===== src/sv/hrc_pkg.sv =====
`default_nettype none
package hrc_pkg;

  typedef struct packed {
    logic        action;
    logic [10:0] set_index;
    logic [3:0]  way_index;
    logic [63:0] address;
    logic [4:0]  pc_low;
    logic        hit;
  } item_t;

  typedef struct packed {
    logic [3:0] victim_way;
    logic [1:0] insert_value;
    logic       streaming;
  } result_t;

  typedef struct packed {
    logic        action;
    logic [15:0] set;
    logic [4:0]  way;
    logic [63:0] addr;
    logic [4:0]  pc;
    logic        hit;
    logic [11:0] sig;
  } cmd_t;

  typedef struct packed {
    logic [10:0]       leader_sets;
    logic signed [2:0] stream_threshold;
    logic [15:0]       decay_interval;
  } cfg_t;

  typedef struct packed {
    logic clearing;
  } back_status_t;

  typedef enum logic [2:0] {
    ST_CLEAR,
    ST_IDLE,
    ST_READ,
    ST_DECIDE,
    ST_WALK
  } state_t;

  localparam logic [1:0] CFG_LEADER_SETS      = 2'd0;
  localparam logic [1:0] CFG_STREAM_THRESHOLD = 2'd1;
  localparam logic [1:0] CFG_DECAY_INTERVAL   = 2'd2;

  localparam logic        ACT_VICTIM   = 1'b0;
  localparam logic [63:0] STRIDE_POS   = 64'd64;
  localparam logic [63:0] STRIDE_NEG   = 64'hFFFF_FFFF_FFFF_FFC0;
  localparam logic [1:0]  RR_DISTANT   = 2'd3;
  localparam logic [1:0]  RR_LONG      = 2'd2;
  localparam logic [1:0]  RR_NEAR      = 2'd0;
  localparam logic [1:0]  CNT_MAX      = 2'd3;
  localparam logic [1:0]  SIG_CNT_INIT = 2'd1;

  localparam logic [10:0] LEADER_SETS_RST    = 11'd32;
  localparam logic [2:0]  STREAM_THRESH_RST  = 3'd2;
  localparam logic [15:0] DECAY_INTERVAL_RST = 16'd8192;

endpackage
`default_nettype wire


===== src/sv/hrc_queue.sv =====
`default_nettype none
module hrc_queue import hrc_pkg::*; (
  input  wire logic clk,
  input  wire logic rst,
  input  wire logic push,
  input  wire cmd_t din,
  input  wire logic pop,
  output cmd_t      dout,
  output logic      empty,
  output logic      full
);

  cmd_t       entry [2];
  logic       wr_ptr;
  logic       rd_ptr;
  logic [1:0] count;

  assign dout  = entry[rd_ptr];
  assign empty = (count == 2'd0);
  assign full  = (count == 2'd2);

  always_ff @(posedge clk) begin
    if (push) begin
      entry[wr_ptr] <= din;
    end
  end

  always_ff @(posedge clk) begin
    if (rst) begin
      wr_ptr <= 1'b0;
      rd_ptr <= 1'b0;
      count  <= 2'd0;
    end else begin
      if (push) begin
        wr_ptr <= !wr_ptr;
      end
      if (pop) begin
        rd_ptr <= !rd_ptr;
      end
      count <= count + {1'b0, push} - {1'b0, pop};
    end
  end

endmodule
`default_nettype wire


===== config.mk =====
export PLATFORM = sky130hd
export DESIGN_NAME = hrc_queue
export DESIGN_NICKNAME = d
export VERILOG_FILES = /design/src/sv/hrc_pkg.sv /design/src/sv/hrc_queue.sv
export SDC_FILE = /design/constraint.sdc
export NUM_CORES = 1
export LEC_CHECK = 0
export ABC_AREA = 1
export BUFFER_PORTS_ARGS = -buffer_cell sky130_fd_sc_hd__buf_2
export CAP_MARGIN = 10
export CORE_UTILIZATION = 45
export DETAILED_ROUTE_END_ITERATION = 10
export PLACE_DENSITY = 0.7
export SLEW_MARGIN = 15
export SYNTH_ARGS = -nofsm -noshare
export SYNTH_HDL_FRONTEND = slang
export SYNTH_SLANG_ARGS = --single-unit

===== constraint.sdc =====
create_clock -name clk -period 13.5 [get_ports clk]
set_input_delay 0.675 -clock clk [delete_from_list [all_inputs] [get_ports clk]]
set_output_delay 0.675 -clock clk [all_outputs]
set_load 0.01 [all_outputs]

==> qor.log, run 1 <==
qor: grt.grt_max_degree 58
qor: clock_tree.postCtsHoldBufs 0
qor: synth.synth.largest_area_cell edfxtp_1
qor: place.place.detailed.hpwl 9.09 mm
qor: clock_tree.clock_path_buffers 3
qor: clock_tree.cts_htree_levels 1
qor: die.io_pins 214
qor: grt.first_global_vias 4174
qor: timing.achievable-frequency 289 MHz
qor: setup_path.r2r-start wr_ptr
qor: place.placed_cell_areas 9260 um2
qor: hold_path.hold_end entry[0][40]
qor: synth.synth_top_area_share 78.3%
qor: place.placed_cells 785
qor: routing.post_drt_via_cell_ratio 4.79
qor: hold_path.hold-path-cell-count 1
qor: clock_tree.cts.reportedPaths.clkPinSlew 0.06 ns
qor: setup_path.cp-end-kind output port
qor: timing.maxSlewHeadroom 33.2%
qor: place.portBuffers 213
qor: finish.drive_gt1_share 59.4%
qor: setup_path.worstPathArrival 2.78 ns
qor: die.die_area 18300 um2
qor: clock_tree.clk_latency 0.49 ns
qor: die.dieHeight 135 um
qor: clock_tree.tritoncts.num_buffers 22
qor: synth.synth-edff-count 208
qor: routing.drt_pre_antenna_iters 4
qor: grt.grt_pass1_wl 21.0 mm
qor: grt.initial_antenna_violation_count 1
qor: timing.rsz0062_at_grt no
qor: place.preCtsSetupSlack 10.46 ns
qor: synth.syn-instance-count 355
qor: die.core_area 17300 um2
qor: grt.gr-total-overflow 0
qor: clock_tree.clockRootBuffer clkbuf_16
qor: setup_path.rr_endpoint entry[0][56]
qor: synth.post_synthesis_sequential_area_ratio 79.5%
qor: synth.syn-cell-area 7980 um2
qor: grt.grtUsageTotal 14.9%
qor: setup_path.reg2reg_depth 3
qor: timing.finalSetupTns 0 ns
qor: synth.ys_top_cells_by_count edfxtp_1, mux2_4, mux2_2
qor: timing.setup-violations-final 0
qor: place.gp_congestion 0.725
qor: finish.syn2layout_area_growth 24.8%
qor: finish.finish.instance_area 9960 um2
qor: synth.ys.flop_type edfxtp_1
qor: clock_tree.clock_tree_from_tritoncts built
qor: setup_path.critPathKind reg -> out
qor: clock_tree.post_cts.resized_instances 0
qor: setup_path.reg2reg_setup_slack 11.35 ns
qor: routing.detailedRoute.firstIterationViolations 225
qor: synth.ys.warnings.count 0
qor: routing.drt_wl_total 14.1 mm
qor: power.maximum_vdd_ir_drop 0.110 mV
qor: hold_path.start_point_of_the_worst_min_delay_path din[40]
qor: timing.post-route-period-util 25.6%
qor: clock_tree.clock_sink_count 213
qor: finish.design.final.nets 694
qor: routing.ant_nets 0
qor: clock_tree.cts_post_setup_buffers_inserted 0
qor: routing.detail_route.drc_violations 0
qor: timing.clock-skew-final 0.00674 ns
qor: timing.tightest_slew 1.00 ns
qor: die.core.rowCount 48
qor: outcome.run_status complete, no violations
qor: die.floorplan.initialDensity 46.1%
qor: finish.final-instance-count-excl-fill 825
qor: synth.post-synth-top-count-cell edfxtp_1
qor: timing.final.min_clock_period 3.46 ns
qor: die.die_width 135 um
qor: power.power_per_cell_area 152 nW/um2
qor: timing.final.setup.worst_slack 10.04 ns
qor: hold_path.holdCritPathClass in -> reg
qor: power.power_leakage 3.90 nW
qor: synth.synth_seq_cells 213
qor: synth.syn-mean-instance-area 22.5 um2
qor: synth.synth.lib_cells_used.distinct 15
qor: job.max_cap_viol_count 0
qor: setup_path.crit_path_start_kind flip-flop
qor: synth.synth.net_count 465
qor: synth.postSynth.asyncResetShare 0%
qor: setup_path.cp.required 12.82 ns
qor: setup_path.critical_path.max_fanout 55
qor: synth.post_synth_main_area_contributors edfxtp_1, mux2_4, mux2_2
qor: routing.avgRoutedWirePerCell 17.0 um
qor: timing.timing_max_transition_violations_final 0
qor: timing.timing_hold_violations_final 0
qor: routing.num_vias 3950
[cells in the final DEF (no fill, tap or decap), drive strengths merged]
cell type  count
clkinv        11
edfxtp       208
nor3           1
nand3          1
clkbuf        26
diode          1
nand2          4
bufinv         2
a21oi          1
mux2         104
inv            8
buf          217
dfxtp          5
ha             2
xnor2          1
nor2           8
[sequential cells by signal, indices dropped and copies added (netlist names), named ones only]
signal,flops
wr_ptr,1
count,2
rd_ptr,1
entry,208
[per-layer routing]
metal / vias up / global-route usage, % / share of wire [%]
met3: 22 / 4.60 / 9.3
met1: 1923 / 17.3 / 39
met2: 161 / 26.2 / 50
met4: 0 / 4.49 / 1.5
met5: - / 0 / 0
li1: 1844 / - / -
[final cells by class]
class	instances	area [um2]
sequential	213	6350
antenna	1	2.50
inverter	8	32.5
clock inverter	13	114
clock buffer	26	587
multi-input combinational	122	1500
timing repair buffer	217	1100
fill	1320	7340
tap	225	282
[through the flow]
| step | total power [mW] | util, % | hold slack [ns] |
|---|---|---|---|
| 6_report | 1.52 | 57.6 | 0.370 |
| 5_1_grt | 1.57 | 57.6 | 0.340 |
| 2_1_floorplan | 0.893 | - | 0.480 |
| 3_3_place_gp | 0.948 | 53.5 | 0.494 |
| 4_1_cts | 1.54 | 57.6 | 0.347 |
| 3_5_place_dp | 0.954 | 53.5 | 0.503 |
[worst max-delay path by stage]
stage | cells past startpoint | slack (ns) | start | endpoint
2_1_floorplan | 2 | 7.86 | push | entry[0][0]
3_3_place_gp | 3 | 10.50 | flip-flop | dout[0]
3_5_place_dp | 3 | 10.46 | flip-flop | dout[0]
4_1_cts | 3 | 9.91 | flip-flop | dout[0]
5_1_grt | 3 | 9.86 | flip-flop | dout[0]
6_report | 3 | 10.04 | flip-flop | dout[0]
[cells by family after synthesis]
| family | after synthesis | share of synthesized area (%) |
|---|---|---|
| buffers and inverters | 20 | 1.80 |
| multiplexers | 104 | 17.5 |
| flip-flops | 213 | 79.5 |
| AND/OR/NAND/NOR | 14 | 0.690 |
| XOR/XNOR | 1 | 0.110 |
| adder cells (fa/ha/maj) | 2 | 0.314 |
| AO/OA/AOI/OAI | 1 | 0.0627 |
[worst max-delay path: stages, from the launching register on]
cell and delay, ns:
dfxtp_4 0.81, buf_4 0.89, mux2_2 0.43, buf_2 0.14
[report_power, final]
| group | switching, mW | leakage (nW) | total (mW) | internal, mW |
|---|---|---|---|---|
| clock | 0.231 | 0.349 | 0.579 | 0.348 |
| sequential | 0.0145 | 1.99 | 0.781 | 0.766 |
| combinational | 0.0759 | 1.56 | 0.156 | 0.0803 |
| total | 0.322 | 3.90 | 1.52 | 1.19 |
No activity file was read; power rests on OpenSTA's default activity.
==> run 2, diff against run 1 <==
==> constraint.sdc (replaced) <==
create_clock -name clk -period 3.3 [get_ports clk]
set_input_delay 0.165 -clock clk [delete_from_list [all_inputs] [get_ports clk]]
set_output_delay 0.165 -clock clk [all_outputs]
set_load 0.01 [all_outputs]
==> qor.log, run 2 (synthesized netlist as in run 1, its figures left out) <==
qor: clock_tree.post_cts.resized_instances 0
qor: setup_path.crit_path_start_kind flip-flop
qor: grt.gr-total-overflow 0
qor: routing.wl_met1 6.28 mm
qor: die.io_pins 214
qor: finish.multi_input_comb_area 1500 um2
qor: finish.post-route-util 64.0%
qor: grt.first_global_vias 4707
qor: hold_path.hold-path-cell-count 2
qor: timing.tightest_slew 0.778 ns
qor: routing.routed-wl-met2 8.12 mm
qor: power.maximum_vdd_ir_drop 0.421 mV
qor: setup_path.rr_endpoint entry[1][51]
qor: timing.final.min_clock_period 2.36 ns
qor: hold_path.start_point_of_the_worst_min_delay_path din[23]
qor: setup_path.timing.critical_path.cells buf_4, mux2_4, buf_2
qor: setup_path.critPathMaxStageDelay 0.82 ns
qor: clock_tree.clk_latency 0.48 ns
qor: timing.hold-worst-slack 0.401 ns
qor: timing.final.setup.worst_slack 0.938 ns
qor: finish.commonest_cells_after_routing_fill_and_taps_aside buf_2, edfxtp_1, dlygate4sd3_1
qor: finish.drive_gt1_share 50.1%
qor: clock_tree.clockRootBuffer clkbuf_16
qor: timing.finalSetupTns 0 ns
qor: setup_path.reg2reg_depth 3
qor: finish.design.final.nets 805
qor: finish.filler_instances 1206
qor: routing.num_vias 4428
qor: setup_path.worstPathArrival 2.20 ns
qor: finish.largest-register entry
qor: place.preCtsSetupSlack 1.42 ns
qor: routing.drt_wl_total 15.9 mm
qor: timing.maxSlewHeadroom 48.2%
qor: place.place.detailed.hpwl 9.48 mm
qor: timing.setup-violations-final 0
qor: routing.detail_route.drc_violations 0
qor: routing.route.top_layer_used met4
qor: setup_path.cp.required 3.13 ns
qor: clock_tree.clock_path_buffers 3
qor: setup_path.cp_top_family flip-flops
qor: grt.grt_max_degree 58
qor: clock_tree.cts.reportedPaths.clkPinSlew 0.06 ns
qor: setup_path.critical_path.max_fanout 46
qor: clock_tree.clock_tree_from_tritoncts built
qor: hold_path.holdCritPathClass in -> reg
qor: timing.timing_hold_violations_final 0
qor: routing.drt_pre_antenna_iters 4
qor: routing.post_drt_via_cell_ratio 4.74
qor: die.floorplan.initialDensity 46.1%
qor: timing.achievable-frequency 423 MHz
qor: timing.rsz0062_at_grt no
qor: finish.max_ffs_per_register 208
qor: setup_path.critPathSlowestCell dfxtp_4
qor: grt.grt_pass1_wl 24.0 mm
qor: routing.ant_nets 0
qor: finish.syn2layout_area_growth 38.7%
qor: routing.detailedRoute.firstIterationViolations 225
qor: die.core.rowCount 48
qor: setup_path.cp-end-kind output port
qor: finish.largestRegisters entry x208, count x2
qor: finish.finish.instance_area 11100 um2
qor: grt.grtUsageTotal 17.1%
qor: power.power_per_cell_area 564 nW/um2
qor: place.portBuffers 213
qor: setup_path.critPathKind reg -> out
qor: finish.layout_commonest_cell buf_2
qor: setup_path.reg2reg_setup_slack 1.49 ns
qor: job.max_cap_viol_count 0
qor: routing.avgRoutedWirePerCell 17.0 um
qor: grt.initial_antenna_violation_count 0
qor: timing.clock-skew-final 0.00767 ns
qor: die.die_area 18300 um2
qor: finish.seqCellArea 6350 um2
qor: clock_tree.cts_htree_levels 1
qor: place.gp_congestion 0.733
qor: routing.wl_met3 1.08 mm
qor: finish.n_antenna_cell 0
qor: clock_tree.tritoncts.num_buffers 22
qor: setup_path.r2r-start wr_ptr
qor: setup_path.combined_buffer_and_inverter_count_along_the_critical_path 2
qor: place.placed_cell_areas 9320 um2
qor: timing.timing_max_transition_violations_final 0
qor: die.dieHeight 135 um
qor: die.core_area 17300 um2
qor: power.power_leakage 4.36 nW
qor: hold_path.hold_end entry[0][23]
qor: die.die_width 135 um
qor: clock_tree.clock_sink_count 213
qor: timing.post-route-period-util 71.6%
qor: outcome.run_status complete, no violations
## run 2: area by class of cell
| type | count | area share (%) |
|---|---|---|
| clock inverters | 11 | 0.667 |
| multi-input cells | 122 | 13.5 |
| flip-flops and latches | 213 | 57.4 |
| well taps | 225 | 2.54 |
| clock buffers | 28 | 5.37 |
| repair buffers | 328 | 20.2 |
| inverters | 8 | 0.294 |
## run 2: metrics by stage
| step | power, mW | std cells |
|---|---|---|
| after global placement | 3.89 | 788 |
| final | 6.25 | 935 |
| after floorplan | 3.64 | 355 |
| after detailed placement | 3.91 | 788 |
| after CTS | 6.31 | 935 |
| after global routing | 6.47 | 935 |
## run 2: routing by layer
layer,up-vias,global-route usage [%]
met5,-,0
met4,0,5.81
met3,31,3.85
met2,165,31.2
met1,2159,19.8
li1,2073,-
## run 2: power by group
part / total, mW / switching (mW) / internal [mW]
clock: 2.29 / 0.940 / 1.34
sequential: 3.20 / 0.0626 / 3.13
combinational: 0.763 / 0.342 / 0.421
## run 2: worst reg2reg max path, cell delays in order, from the launching register on
cell and delay, ns:
dfxtp_1 0.39, nand2_1 0.11, inv_4 0.58, buf_12 0.36
## run 2: what timing repair did
item / in CTS / in global routing
setup buffers: 0 / 0
hold endpoints to repair: 213 / 0
hold buffers: 108 / 0
## run 2: how the worst max path moves through the flow
stage / startpoint / endpoint / slack, ns / depth (start not counted)
floorplan: wr_ptr / entry[1][0] / 0.37 / 2
global placement: flip-flop / dout[20] / 1.44 / 3
detailed placement: flip-flop / dout[88] / 1.42 / 3
CTS: flip-flop / dout[59] / 0.88 / 3
global route: flip-flop / dout[91] / 0.81 / 3
finish: flip-flop / dout[59] / 0.94 / 3
